$ cat config.mk
export PLATFORM = sky130hd
export DESIGN_NAME = sat_restart_limit_scheduler_core
export DESIGN_NICKNAME = d
export VERILOG_FILES = /design/src/rtl/core/srls_pkg.sv /design/src/rtl/core/srls_cdiv.sv /design/src/rtl/core/srls_seq.sv /design/src/rtl/core/srls_dp.sv /design/src/rtl/core/sat_restart_limit_scheduler_core.sv
export VERILOG_INCLUDE_DIRS = /design/src /design/src/rtl/core
export SDC_FILE = /design/constraint.sdc
export NUM_CORES = 2
export LEC_CHECK = 0
export BUFFER_PORTS_ARGS = -buffer_cell sky130_fd_sc_hd__buf_2
export CORE_MARGIN = 4
export CORE_UTILIZATION = 30
export CTS_CLUSTER_DIAMETER = 30
export DETAILED_ROUTE_END_ITERATION = 16
export HOLD_SLACK_MARGIN = 0.15
export PLACE_DENSITY_LB_ADDON = 0.08
export SLEW_MARGIN = 20
export SYNTH_ARGS = -nofsm -noshare
export SYNTH_HDL_FRONTEND = slang
export SYNTH_SLANG_ARGS = --single-unit
$ cat constraint.sdc
create_clock -name clk -period 9.95 [get_ports clk]
set_clock_uncertainty 0.2 [all_clocks]
set_input_delay 2.985 -clock clk [delete_from_list [all_inputs] [get_ports clk]]
set_output_delay 2.985 -clock clk [all_outputs]
set_load 0.01 [all_outputs]
$ cat src/rtl/core/assert_macros.svh
// Assertion helpers; both expect clk in scope, SRLS_CHK also rst.
`ifndef ASSERT_MACROS_SVH
`define ASSERT_MACROS_SVH
`ifndef SYNTH
`define SRLS_CHK(lbl, prop, msg) \
  lbl: assert property (@(posedge clk) disable iff (rst) prop) else $error(msg);
`define SRLS_CHK_RST(lbl, prop, msg) \
  lbl: assert property (@(posedge clk) prop) else $error(msg);
`else
`define SRLS_CHK(lbl, prop, msg)
`define SRLS_CHK_RST(lbl, prop, msg)
`endif
`endif

$ cat src/rtl/core/srls_pkg.sv
package srls_pkg;

  localparam int RESTART_INDEX_BITS = 20;
  localparam int FRAC_BITS          = 16;

  localparam int FIXW = 32 + FRAC_BITS;          // Q32.F word
  localparam int CLW  = 27;                      // conflict limit
  localparam int LLW  = 32;                      // reported learnt limit
  localparam int CCW  = 32;                      // clause_count register
  localparam int OPW  = 2;
  localparam int SPW  = RESTART_INDEX_BITS + 1;  // Luby span 2^k-1
  localparam int EW   = $clog2(RESTART_INDEX_BITS + 1);
  localparam int WCW  = 7 + (1 << EW);           // 100 << e without loss

  // constant divider: one 16-bit digit per step
  localparam int DIGIT_BITS = 16;
  localparam int DIVW       = FIXW + 4;          // room for x*11
  localparam int DIV_STEPS  = (DIVW + DIGIT_BITS - 1) / DIGIT_BITS;
  localparam int DPAD       = DIV_STEPS * DIGIT_BITS;
  localparam int DCW        = $clog2(DIV_STEPS + 1);
  localparam int DRW        = 4;                 // remainder, below 10
  localparam int NUMW       = DRW + DIGIT_BITS;  // {remainder, digit}

  // reciprocals ceil(2^RCP_SHIFT/d); exact floor for any NUMW-bit numerator
  localparam int RCP_SHIFT = 24;
  localparam int RCPW      = 23;
  localparam int PRODW     = NUMW + RCPW;
  localparam logic [RCPW-1:0] RCP_THREE = 23'd5592406;
  localparam logic [RCPW-1:0] RCP_TEN   = 23'd1677722;

  localparam int BASE_LIMIT = 100;
  localparam logic [CLW-1:0]  CL_MAX  = '1;
  localparam logic [FIXW-1:0] FIX_MAX = '1;
  localparam logic [FIXW-1:0] INTERVAL_RESET = FIXW'(BASE_LIMIT) << FRAC_BITS;

  localparam logic [OPW-1:0] OP_START    = 2'd0;
  localparam logic [OPW-1:0] OP_RESTART  = 2'd1;
  localparam logic [OPW-1:0] OP_CONFLICT = 2'd2;
  localparam logic [OPW-1:0] OP_UNUSED   = 2'd3;

  localparam int APB_AW = 3;
  localparam logic [APB_AW-3:0] REG_CLAUSE_COUNT = '0;

  typedef enum logic [3:0] {
    ACT_NOP,
    ACT_START,
    ACT_DIV,
    ACT_STORE_LL,
    ACT_GROW,
    ACT_REDUCE,
    ACT_SET_CL,
    ACT_DEC,
    ACT_ADJUST
  } act_t;

  typedef enum logic [3:0] {
    CND_NEVER,
    CND_ALWAYS,
    CND_RESTART,
    CND_CONFLICT,
    CND_UNUSED,
    CND_DIV_MORE,
    CND_SPAN_LT,
    CND_SPAN_OPEN,
    CND_CD_NZ,
    CND_OUT_HELD
  } cnd_t;

  localparam int PC_W = 4;
  localparam logic [PC_W-1:0] PC_ENTRY     = 4'd0;
  localparam logic [PC_W-1:0] PC_SEL_CONFL = 4'd1;
  localparam logic [PC_W-1:0] PC_SEL_NONE  = 4'd2;
  localparam logic [PC_W-1:0] PC_START     = 4'd3;
  localparam logic [PC_W-1:0] PC_DIV       = 4'd4;
  localparam logic [PC_W-1:0] PC_STORE     = 4'd5;
  localparam logic [PC_W-1:0] PC_GROW      = 4'd6;
  localparam logic [PC_W-1:0] PC_REDUCE    = 4'd7;
  localparam logic [PC_W-1:0] PC_SET_CL    = 4'd8;
  localparam logic [PC_W-1:0] PC_DEC       = 4'd9;
  localparam logic [PC_W-1:0] PC_CD_TEST   = 4'd10;
  localparam logic [PC_W-1:0] PC_ADJUST    = 4'd11;
  localparam logic [PC_W-1:0] PC_FIN       = 4'd12;

  typedef struct packed {
    act_t            act;
    cnd_t            cnd;
    logic [PC_W-1:0] target;
    logic            last;
  } uword_t;

  typedef struct packed {
    logic op_restart;
    logic op_conflict;
    logic op_unused;
    logic div_more;
    logic span_lt;
    logic span_open;
    logic cd_nz;
  } stat_t;

  // microprogram; jumps are tested before the step's action lands
  function automatic uword_t ucode(input logic [PC_W-1:0] pc);
    uword_t w;
    w = '{act: ACT_NOP, cnd: CND_ALWAYS, target: PC_FIN, last: 1'b0};
    unique case (pc)
      PC_ENTRY:     w = '{act: ACT_NOP,      cnd: CND_RESTART,   target: PC_GROW,   last: 1'b0};
      PC_SEL_CONFL: w = '{act: ACT_NOP,      cnd: CND_CONFLICT,  target: PC_DEC,    last: 1'b0};
      PC_SEL_NONE:  w = '{act: ACT_NOP,      cnd: CND_UNUSED,    target: PC_FIN,    last: 1'b0};
      PC_START:     w = '{act: ACT_START,    cnd: CND_NEVER,     target: PC_FIN,    last: 1'b0};
      PC_DIV:       w = '{act: ACT_DIV,      cnd: CND_DIV_MORE,  target: PC_DIV,    last: 1'b0};
      PC_STORE:     w = '{act: ACT_STORE_LL, cnd: CND_ALWAYS,    target: PC_FIN,    last: 1'b0};
      PC_GROW:      w = '{act: ACT_GROW,     cnd: CND_SPAN_LT,   target: PC_GROW,   last: 1'b0};
      PC_REDUCE:    w = '{act: ACT_REDUCE,   cnd: CND_SPAN_OPEN, target: PC_REDUCE, last: 1'b0};
      PC_SET_CL:    w = '{act: ACT_SET_CL,   cnd: CND_ALWAYS,    target: PC_FIN,    last: 1'b0};
      PC_DEC:       w = '{act: ACT_DEC,      cnd: CND_NEVER,     target: PC_FIN,    last: 1'b0};
      PC_CD_TEST:   w = '{act: ACT_NOP,      cnd: CND_CD_NZ,     target: PC_FIN,    last: 1'b0};
      PC_ADJUST:    w = '{act: ACT_ADJUST,   cnd: CND_ALWAYS,    target: PC_DIV,    last: 1'b0};
      PC_FIN:       w = '{act: ACT_NOP,      cnd: CND_OUT_HELD,  target: PC_FIN,    last: 1'b1};
      default:      w = '{act: ACT_NOP,      cnd: CND_ALWAYS,    target: PC_FIN,    last: 1'b0};
    endcase
    return w;
  endfunction

endpackage

$ cat src/rtl/core/srls_cdiv.sv
module srls_cdiv (
  input  logic                     clk,
  input  logic                     rst,
  input  logic                     load,
  input  logic                     step,
  input  logic                     ten,
  input  logic [srls_pkg::DPAD-1:0] dividend,
  output logic [srls_pkg::DPAD-1:0] quot,
  output logic                     more
);
  import srls_pkg::*;

  // long division by 3 or 10, MSB first, one 16-bit digit per step;
  // {remainder, digit} / d by reciprocal multiply, quotient digit shifts in from the bottom
  logic [DPAD-1:0]       sh;
  logic [DRW-1:0]        rem;
  logic [DCW-1:0]        cnt;
  logic                  ten_r;

  logic [NUMW-1:0]       num;
  logic [RCPW-1:0]       rcp;
  logic [PRODW-1:0]      prod;
  logic [DIGIT_BITS-1:0] qd;
  logic [NUMW-1:0]       back;
  logic [NUMW-1:0]       r;

  assign num  = {rem, sh[DPAD-1 -: DIGIT_BITS]};
  assign rcp  = ten_r ? RCP_TEN : RCP_THREE;
  assign prod = PRODW'(num) * PRODW'(rcp);
  assign qd   = prod[RCP_SHIFT +: DIGIT_BITS];
  // qd*10 or qd*3
  assign back = ten_r ? (NUMW'(qd) << 3) + (NUMW'(qd) << 1)
                      : (NUMW'(qd) << 1) + NUMW'(qd);
  assign r    = num - back;

  always_ff @(posedge clk) begin
    if (rst) begin
      cnt <= '0;
    end else if (load) begin
      sh    <= dividend;
      rem   <= '0;
      cnt   <= DCW'(DIV_STEPS);
      ten_r <= ten;
    end else if (step && cnt != '0) begin
      sh  <= {sh[DPAD-DIGIT_BITS-1:0], qd};
      rem <= r[DRW-1:0];
      cnt <= cnt - DCW'(1);
    end
  end

  assign quot = sh;
  assign more = cnt > DCW'(1);

endmodule

$ cat src/rtl/core/srls_seq.sv
`include "assert_macros.svh"

module srls_seq (
  input  logic            clk,
  input  logic            rst,
  input  logic            start,
  input  logic            out_held,
  input  srls_pkg::stat_t stat,
  output srls_pkg::act_t  act,
  output logic            busy,
  output logic            done
);
  import srls_pkg::*;

  logic [PC_W-1:0] pc;
  uword_t          uw;
  logic            take;

  always_comb begin
    uw = ucode(pc);
    unique case (uw.cnd)
      CND_NEVER:     take = 1'b0;
      CND_ALWAYS:    take = 1'b1;
      CND_RESTART:   take = stat.op_restart;
      CND_CONFLICT:  take = stat.op_conflict;
      CND_UNUSED:    take = stat.op_unused;
      CND_DIV_MORE:  take = stat.div_more;
      CND_SPAN_LT:   take = stat.span_lt;
      CND_SPAN_OPEN: take = stat.span_open;
      CND_CD_NZ:     take = stat.cd_nz;
      CND_OUT_HELD:  take = out_held;
      default:       take = 1'b0;
    endcase
  end

  assign act  = busy ? uw.act : ACT_NOP;
  assign done = busy && uw.last && !take;

  always_ff @(posedge clk) begin
    if (rst) begin
      busy <= 1'b0;
      pc   <= PC_ENTRY;
    end else if (start) begin
      busy <= 1'b1;
      pc   <= PC_ENTRY;
    end else if (busy) begin
      if (done) begin
        busy <= 1'b0;
        pc   <= PC_ENTRY;
      end else begin
        pc <= take ? uw.target : pc + PC_W'(1);
      end
    end
  end

  `SRLS_CHK_RST(a_rst_idle, rst |=> !busy, "sequencer busy after reset")
  `SRLS_CHK(a_idle_pc, !busy |-> pc == PC_ENTRY, "idle sequencer away from entry")
  `SRLS_CHK(a_done_free, done |=> !busy && pc == PC_ENTRY, "sequencer did not retire")
  `SRLS_CHK(a_start_busy, start |=> busy, "accepted word did not start program")

endmodule

$ cat src/rtl/core/srls_dp.sv
module srls_dp (
  input  logic                                   clk,
  input  logic                                   rst,
  input  logic                                   load,
  input  logic [srls_pkg::OPW-1:0]               op_in,
  input  logic [srls_pkg::RESTART_INDEX_BITS-1:0] idx_in,
  input  logic [srls_pkg::CCW-1:0]               clause_count,
  input  srls_pkg::act_t                         act,
  output srls_pkg::stat_t                        stat,
  output logic [srls_pkg::CLW-1:0]               cl,
  output logic [srls_pkg::LLW-1:0]               ll,
  output logic                                   cl_set,
  output logic                                   ll_set
);
  import srls_pkg::*;

  localparam int RIB = RESTART_INDEX_BITS;
  localparam int FX1 = FIXW + 1;

  logic [FIXW-1:0] learnt;
  logic [FIXW-1:0] interval;
  logic [31:0]     countdown;
  logic [OPW-1:0]  op_r;
  logic [RIB-1:0]  idx;
  logic [SPW-1:0]  span;
  logic [EW-1:0]   e;

  logic [SPW-1:0]  span_n;
  logic [RIB-1:0]  span_nr;
  logic [RIB-1:0]  idx_mod;
  logic [WCW-1:0]  cl_wide;
  logic [CLW-1:0]  cl_next;
  logic [FX1-1:0]  int_sum;
  logic [FIXW-1:0] int_next;
  logic [DPAD-1:0] ll11;
  logic [DPAD-1:0] cc_fix;
  logic [DPAD-1:0] div_in;
  logic [DPAD-1:0] quot;
  logic [FIXW-1:0] q_sat;
  logic            div_load;
  logic            div_step;
  logic            div_ten;
  logic            div_more;

  // Luby reduce: span 2^k-1 -> 2^(k-1)-1; idx < 2*span_n here, so one subtract
  assign span_n  = (span - SPW'(1)) >> 1;
  assign span_nr = span_n[RIB-1:0];
  assign idx_mod = (idx >= span_nr) ? idx - span_nr : idx;

  assign cl_wide = WCW'(BASE_LIMIT) << e;
  assign cl_next = (cl_wide > WCW'(CL_MAX)) ? CL_MAX : cl_wide[CLW-1:0];

  assign int_sum  = FX1'(interval) + FX1'(interval >> 1);
  assign int_next = int_sum[FIXW] ? FIX_MAX : int_sum[FIXW-1:0];

  assign ll11   = (DPAD'(learnt) << 3) + (DPAD'(learnt) << 1) + DPAD'(learnt);
  assign cc_fix = DPAD'({clause_count, {FRAC_BITS{1'b0}}});

  assign div_load = (act == ACT_START) || (act == ACT_ADJUST);
  assign div_ten  = (act == ACT_ADJUST);
  assign div_step = (act == ACT_DIV);
  assign div_in   = div_ten ? ll11 : cc_fix;
  assign q_sat    = (|quot[DPAD-1:FIXW]) ? FIX_MAX : quot[FIXW-1:0];

  srls_cdiv u_div (
    .clk      (clk),
    .rst      (rst),
    .load     (div_load),
    .step     (div_step),
    .ten      (div_ten),
    .dividend (div_in),
    .quot     (quot),
    .more     (div_more)
  );

  always_comb begin
    stat.op_restart  = (op_r == OP_RESTART);
    stat.op_conflict = (op_r == OP_CONFLICT);
    stat.op_unused   = (op_r == OP_UNUSED);
    stat.div_more    = div_more;
    stat.span_lt     = span <= SPW'(idx);
    stat.span_open   = (span - SPW'(1) != SPW'(idx)) && (span > SPW'(1));
    stat.cd_nz       = (countdown != '0);
  end

  always_ff @(posedge clk) begin
    if (rst) begin
      cl        <= CLW'(BASE_LIMIT);
      learnt    <= '0;
      interval  <= INTERVAL_RESET;
      countdown <= 32'(BASE_LIMIT);
      cl_set    <= 1'b0;
      ll_set    <= 1'b0;
      op_r      <= OP_START;
      span      <= SPW'(1);
      e         <= '0;
    end else if (load) begin
      op_r   <= op_in;
      idx    <= idx_in;
      span   <= SPW'(1);
      e      <= '0;
      cl_set <= 1'b0;
      ll_set <= 1'b0;
    end else begin
      unique case (act) inside
        ACT_NOP, ACT_DIV: begin
        end
        ACT_START: begin
          cl        <= CLW'(BASE_LIMIT);
          interval  <= INTERVAL_RESET;
          countdown <= 32'(BASE_LIMIT);
          cl_set    <= 1'b1;
          ll_set    <= 1'b1;
        end
        ACT_STORE_LL: learnt <= q_sat;
        ACT_GROW: begin
          if (stat.span_lt) begin
            span <= {span[SPW-2:0], 1'b1};
            e    <= e + EW'(1);
          end
        end
        ACT_REDUCE: begin
          if (stat.span_open) begin
            span <= span_n;
            idx  <= idx_mod;
            if (e != '0) begin
              e <= e - EW'(1);
            end
          end
        end
        ACT_SET_CL: begin
          cl     <= cl_next;
          cl_set <= 1'b1;
        end
        ACT_DEC: countdown <= countdown - 32'd1;
        ACT_ADJUST: begin
          interval  <= int_next;
          countdown <= int_next[FIXW-1:FRAC_BITS];
          ll_set    <= 1'b1;
        end
        default: begin
        end
      endcase
    end
  end

  assign ll = learnt[FIXW-1:FRAC_BITS];

endmodule

$ cat src/rtl/core/sat_restart_limit_scheduler_core.sv
// channel  | handshake                       | word
// event    | event_valid / event_ready       | op, restart_index
// result   | result_valid / result_ready     | conflict_limit, learnt_limit, *_set
// config   | psel, penable, pwrite, pready   | paddr, pwdata, prdata
//
// One event at a time through a microcoded sequencer, one path per op; a conflict runs
//   longer when the countdown hits zero and the interval and learnt limit grow, and a restart
//   runs the grow and reduce iterations of the Luby search.
// The divide-by-3 / divide-by-10 unit takes one 16-bit digit per cycle.
// Reset restores the limits, interval and countdown; no clearing pass.
// event_ready drops while an event runs; a held result only stalls the final step.
module sat_restart_limit_scheduler_core (
  input  logic                                   clk,
  input  logic                                   rst,
  input  logic                                   psel,
  input  logic                                   penable,
  input  logic                                   pwrite,
  input  logic [srls_pkg::APB_AW-1:0]            paddr,
  input  logic [31:0]                            pwdata,
  output logic [31:0]                            prdata,
  output logic                                   pready,
  input  logic                                   event_valid,
  output logic                                   event_ready,
  input  logic [srls_pkg::OPW-1:0]               op,
  input  logic [srls_pkg::RESTART_INDEX_BITS-1:0] restart_index,
  output logic                                   result_valid,
  input  logic                                   result_ready,
  output logic [srls_pkg::CLW-1:0]               conflict_limit,
  output logic [srls_pkg::LLW-1:0]               learnt_limit,
  output logic                                   conflict_limit_set,
  output logic                                   learnt_limit_set
);
  import srls_pkg::*;

  logic [CCW-1:0] clause_count;
  logic           cfg_wr;
  logic           accept;
  logic           busy;
  logic           done;
  logic           out_held;
  act_t           act;
  stat_t          stat;
  logic [CLW-1:0] cl;
  logic [LLW-1:0] ll;
  logic           cl_set;
  logic           ll_set;

  assign pready = 1'b1;
  assign cfg_wr = psel && penable && pwrite && pready;
  assign prdata = (paddr[APB_AW-1:2] == REG_CLAUSE_COUNT) ? clause_count : '0;

  always_ff @(posedge clk) begin
    if (rst) begin
      clause_count <= '0;
    end else if (cfg_wr && paddr[APB_AW-1:2] == REG_CLAUSE_COUNT) begin
      clause_count <= pwdata;
    end
  end

  assign event_ready = !busy;
  assign accept      = event_valid && event_ready;
  assign out_held    = result_valid && !result_ready;

  srls_seq u_seq (
    .clk      (clk),
    .rst      (rst),
    .start    (accept),
    .out_held (out_held),
    .stat     (stat),
    .act      (act),
    .busy     (busy),
    .done     (done)
  );

  srls_dp u_dp (
    .clk          (clk),
    .rst          (rst),
    .load         (accept),
    .op_in        (op),
    .idx_in       (restart_index),
    .clause_count (clause_count),
    .act          (act),
    .stat         (stat),
    .cl           (cl),
    .ll           (ll),
    .cl_set       (cl_set),
    .ll_set       (ll_set)
  );

  // result word register
  always_ff @(posedge clk) begin
    if (rst) begin
      result_valid <= 1'b0;
    end else if (done) begin
      result_valid       <= 1'b1;
      conflict_limit     <= cl;
      learnt_limit       <= ll;
      conflict_limit_set <= cl_set;
      learnt_limit_set   <= ll_set;
    end else if (result_ready) begin
      result_valid <= 1'b0;
    end
  end

endmodule

# Word level (Yosys, flattened, before mapping)
# Memory sizes are Yosys's and may differ from the RTL's. A register that Yosys moved wholly into a read port is not among the register bits.
# Cells that the tools add are included.
dict set report op_classes {
  n_addsub 13
  multipliers 1
  magnitude_cmp 5
  eq_ne 24
  shift 1
  muxes 37
  bitwise 3
  reduce_logical 40
}
# operator count
set ops {}
lappend ops {{64-bit 2-to-1 mux} 3}
lappend ops {{48-bit 2-to-1 mux} 2}
lappend ops {{32-bit one-hot mux with 3 select lines} 1}
lappend ops {{48-bit one-hot mux with 2 select lines} 1}
lappend ops {{20-bit 2-to-1 mux} 4}
lappend ops {{64-bit by 48-bit adder with 64-bit output} 1}
lappend ops {{27-bit one-hot mux with 2 select lines} 1}
lappend ops {{51-bit by 49-bit adder with 52-bit output} 1}
lappend ops {{48-bit by 47-bit adder with 49-bit output} 1}
lappend ops {{21-bit 2-to-1 mux} 2}
lappend ops {{21-bit one-hot mux with 2 select lines} 1}
lappend ops {{20-bit by 23-bit multiplier with 40-bit output} 1}
lappend ops {{39-bit by 27-bit > comparator with 1-bit output, second input constant} 1}
lappend ops {{7-bit by 5-bit left shift with 39-bit output, first input constant} 1}
lappend ops {{4-bit by 3-bit == test with 1-bit output, second input constant} 8}
lappend ops {{32-bit 2-to-1 mux} 1}
lappend ops {{32-bit nonzero test} 1}
lappend ops {{32-bit by 1-bit subtractor with 32-bit output, second input constant} 1}
lappend ops {{4-bit 2-to-1 mux} 7}
lappend ops {{27-bit 2-to-1 mux} 1}
lappend ops {{23-bit 2-to-1 mux} 1}
lappend ops {{21-bit by 1-bit > comparator with 1-bit output, second input constant} 1}
lappend ops {{21-bit by 20-bit <= comparator with 1-bit output} 1}
lappend ops {{21-bit by 20-bit inequality test with 1-bit output} 1}
lappend ops {{33 further kinds} 80}
dict set report totals {
  regBits 376
  rom_bits 208
  input_bits 64
  output_inout_bits 96
  wordCells 148
  memories 1
}
# memory depth width read_ports rd_ports_with_merged_regs wr line
set memory_table {}
lappend memory_table {{(no name shown)} 16 13 1 1 0 srls_pkg.sv:105} ;# unique case (pc)

# Depth between registers and ports, before layout
dict set report logic_depth {
  word_depth 9
  depth_mapped 36
  mapped_depth_nobuf 34
}

# Cells and area by module
# A second synthesis with hierarchy kept.
dict set report unflattened {
  cells_unflattened 3732
  area_unflattened_um2 33360.7
}
# module n_inst cells_each area_each_um2 seq_area_each_um2
set by_module_without_submodules {}
lappend by_module_without_submodules {srls_dp 1 2399 18235.0 4284.1}
lappend by_module_without_submodules {srls_cdiv 1 976 10518.8 2132.0}
lappend by_module_without_submodules {sat_restart_limit_scheduler_core 1 244 3580.9 2492.4}
lappend by_module_without_submodules {srls_seq 1 113 1026.0 360.3}

# Least setup slack after synthesis
# Ideal clock, no wire load.
dict set report synth_timing {
  path_kind {register -> register}
  startpoint {register u_dp.u_div.ten_r}
  endpoint {register u_dp.u_div.rem[3] (data pin)}
  setup_ns 0.148
  t_arrival_ns 8.196
  required_ns 9.602
  path_slack_ns 1.406
  stages_incl_launch_ff 32
  path_buffers 2
  period_less_slack_ns 8.544
  cell_sequence {edfxtp_1 clkbuf_1 clkbuf_1 and2_1 ha_1 inv_1 fa_1 fa_1 inv_1 fa_1 fa_1 fa_1 inv_1 fa_1 inv_1 ha_1 a21o_1 a211oi_1 o21ai_0 and3_1 and3_1 or2_2 o311ai_1 xor2_1 ha_1 mux2i_1 ha_1 o21ai_0 nand2b_1 xnor2_1 or2_2 mux2i_1}
}
dict set report synth_via {
  elab_chain_len 6
  elab_cells_between_ends 7
  cone_classes {add/sub (3); mul (1); mux (3)}
}
# element line
set synth_rtl {}
lappend synth_rtl {{from (decl)} srls_cdiv.sv:18} ;# logic ten_r;
lappend synth_rtl {{from (signal assigned)} srls_cdiv.sv:43} ;# ten_r <= ten;
lappend synth_rtl {{23-bit 2-to-1 mux} srls_cdiv.sv:28} ;# assign rcp = ten_r ? RCP_TEN : RCP_THREE;
lappend synth_rtl {{20-bit by 23-bit multiplier with 40-bit output} srls_cdiv.sv:29} ;# assign prod = PRODW'(num) * PRODW'(rcp);
lappend synth_rtl {{4-bit adder (on tied branches)} {srls_cdiv.sv:33, srls_cdiv.sv:32}}
lappend synth_rtl {{4-bit 2-to-1 mux *} srls_cdiv.sv:32} ;# assign back = ten_r ? (NUMW'(qd) << 3) + (NUMW'(qd) << 1)
lappend synth_rtl {{4-bit subtractor *} srls_cdiv.sv:34} ;# assign r = num - back;
lappend synth_rtl {{4-bit 2-to-1 mux *} srls_cdiv.sv:44} ;# end else if (step && cnt != '0) begin
lappend synth_rtl {{to (signal assigned)} srls_cdiv.sv:46} ;# rem <= r[DRW-1:0];
lappend synth_rtl {{to (decl)} srls_cdiv.sv:16} ;# logic [DRW-1:0] rem;
# Mark *: on every way between the ends. The rest lies on a longest branch, timed or not. The select of a mux whose other input is x is not followed.
# A chain may end at the register's enable or synchronous reset.

# Worst setup path after layout
# Ends and elaborated chain as after synthesis.

==> results.yml <==
cells_and_area:
  drive_gt1_share_pct: 10.8
  fillers: 11416
  most-common-layout-cells: "a21oi_1 (368), ha_1 (362), nand2_1 (350)"
  layout_commonest_cell: "a21oi_1"
  finish.net_count: 4618
  multiInputGateArea_um2: 22100
  post-route-util_pct: 36.5
  syn_to_final_growth_pct: 20.2
  regArea_um2: 9240
power:
  p_leak_nw: 18.2
  p_clk_share_pct: 49.6
  switching_share_pct: 30.2
  cellPowerDensity_nw_per_um2: 204
  power_frac_comb_pct: 28.5
  power.sequential.fraction_pct: 21.9
  power_switching_mw: 2.46
  ir_worst_vdd_mv: 0.246
  internal_power_mw: 5.69
routing:
  wl_met2_um: 46300
  dr.pass1.iters: 5
  post_drt_wl_per_cell_um: 19.0
  wl_um: 106000
  num_vias: 27849
  drc_errors: 0
  top_layer_used: "met4"
  dr_wl_met3_um: 4400
  ant_nets: 0
  drt_iter0_drc: 1574
  vias_per_cell: 4.97
  wl_met1_um: 53400
timing:
  hold_violations: 0
  finalCritPeriodShare_pct: 91.2
  post-route-min-period_ns: 9.08
  finalHoldWorstSlack_ns: 0.228
  fin_tns_setup_ns: 0
  finalSetupViolations: 0
  clock.fmax_mhz: 110
  tightest_slew_ns: 1.02
  slew_viol_final: 0
  relSlewSlack_pct: 32.1
  rsz0062_at_grt: "false"
setup_path:
  slowest_stage: "edfxtp_1"
  cp-end-kind: "flip-flop"
  cp_max_fo: 20
  crit_path_frequent_cell: "fa_1"
  path_class: "flip-flop to flip-flop"
  critPathMaxStageDelay_ns: 0.71
  cp_top_family: "adder cells"
  cp_num_buf_inv: 6
  critPathLaunchType: "flip-flop"
  required_ns: 10.29
  crit_arrival_ns: 9.41
cts:
  postCtsHoldBufs: 0
  h-tree-depth: 3
  cts_resized: 0
  clk_pin_slew_worst_paths_ns: 0.05
  root_buffer: "clkbuf_16"
  clock_path_buffers: 3
  cts.sinks: 387
  cts_made_buffers: 118
  insertion_delay_ns: 0.69
  cts_setup_buffers: 0
  cts_tree: "done"
grt:
  grt_antenna_before_repair: 6
  grt_use_total_pct: 18.0
  grt_max_degree: 132
  grt_pass1_wl_um: 166000
  grt-ovfl-total: 0
  grt_pass1_vias: 27945
synth:
  synth_cell_type_count: 83
  async_reset_ff_share_pct: 0
  synth-main-ff-cell: "dfxtp_1"
  syn_area_um2: 33200
  synth.area.top_cells: "dfxtp_1 (14%), ha_1 (14%), edfxtp_1 (13%)"
  yosys.area.top_type: "dfxtp_1"
  synth-seq-cells: 387
  syn_area_per_cell_um2: 8.55
  yosys_warnings: 0
  synth_top_cell_area_share_pct: 14.4
  synth_edf_count: 149
  synth_cells: 3882
  seq_area_frac_synth_pct: 27.8
die:
  row_count: 121
  dieArea_um2: 116000
  io-pin-count: 160
  coreArea_um2: 109000
  die_h_um: 341
  initial_core_util_pct: 30.4
  die_w_um: 341
placement:
  routabilityCongestion: 0.814
  dp_hpwl_um: 81000
  portBuffers: 156
run_status:
  status: "finished, final reports clean"
flow_run:
  cap_viol_max_count: 0
min_path:
  hp-class: "flip-flop to flip-flop"
## area by class of cell
cell class                 count  share of cell area (%)
multi-input combinational   2980                    55.4
timing repair buffer         188                    2.66
tap                         1476                    4.63
antenna                        2                  0.0125
clock inverter                69                    2.52
clock buffer                 154                    8.41
sequential                   387                    23.2
inverter                     348                    3.27
## kinds of logic (layout without fill, tap and decap cells)
kind of cell | Yosys count | in the layout | share of synthesized area [%]
multiplexers | 16 | 16 | 0.498
adder cells (fa/ha/maj) | 531 | 531 | 23.8
AO/OA/AOI/OAI | 1015 | 1015 | 19.1
flip-flops | 387 | 387 | 27.8
other | 2 | 13 | 0.0226
XOR/XNOR | 205 | 205 | 5.53
AND/OR/NAND/NOR | 1202 | 1202 | 17.2
buffers and inverters | 524 | 759 | 5.99
## worst register-to-register path: cells and delay by family, from the launching register on
family	cells	cell delay [ns]
adder cells (fa/ha/maj)	10	4.24
AND/OR/NAND/NOR	7	1.64
AO/OA/AOI/OAI	4	0.87
flip-flops	1	0.71
buffers and inverters	6	0.68
multiplexers	2	0.42
XOR/XNOR	1	0.16
## cell usage after synthesis (all sizes together) (19+ instances only)
master / count
nand2: 352
nor2b: 64
o21bai: 32
or3: 23
dfxtp: 238
a31oi: 54
edfxtp: 149
a311oi: 20
ha: 362
nor2: 342
xnor2: 121
and3: 48
nand4: 28
a21oi: 369
and2: 21
inv: 347
xor2: 81
or2: 19
nor3: 118
clkbuf: 160
nand3: 66
o21ai: 176
nor4: 27
o21a: 22
a211oi: 24
a21o: 147
nand2b: 37
a22oi: 22
fa: 169
## per-layer routing
metal	GRT usage (%)	up-vias
li1	-	14020
met1	26.4	13203
met2	27.7	499
met3	2.53	127
met4	4.92	0
met5	0	-
## power groups by stage
stage | sequential, mW | combinational, mW | clock, mW
final | 1.78 | 2.32 | 4.04
after global routing | 1.78 | 2.71 | 4.23
after CTS | 1.78 | 2.37 | 4.13
after detailed placement | 1.81 | 2.33 | 0
after global placement | 1.81 | 2.35 | 0
after floorplan | 1.80 | 1.71 | 0
## metrics by stage
| stage | instance area [µm²] | instances | total power, mW | setup slack (ns) |
|---|---|---|---|---|
| finish | 39900 | 5604 | 8.15 | 0.874 |
| global route | 39900 | 5602 | 8.73 | 0.164 |
| CTS | 39900 | 5601 | 8.29 | 0.749 |
| detailed placement | 35500 | 5378 | 4.14 | 0.779 |
| global placement | 35500 | 5378 | 4.16 | 0.842 |
| floorplan | 33200 | 3891 | 3.51 | 1.41 |
## path summary, 6_finish.rpt
kind,start,to,slack (ns),cells after the start
worst max-delay path,u_dp.u_div.ten_r$_DFFE_PP_,u_dp.u_div.rem[3]$_SDFFCE_PN0P_,0.87,30
worst min register to register,u_dp.cl[3]$_SDFFE_PP0P_,conflict_limit[3]$_DFFE_PP_,0.23,0
worst min-delay path,u_dp.cl[3]$_SDFFE_PP0P_,conflict_limit[3]$_DFFE_PP_,0.23,0
worst max register to register,u_dp.u_div.ten_r$_DFFE_PP_,u_dp.u_div.rem[3]$_SDFFCE_PN0P_,0.87,30
## state kept, by name, summed over array words and instances (netlist names), 21 cells and up
signal,cells
learnt_limit,32
clause_count,32
u_dp.interval,48
u_dp.countdown,32
u_dp.span,21
u_dp.learnt,48
u_dp.cl,26
conflict_limit,26
u_dp.u_div.quot,64
Power figures use the tool's default switching activity.
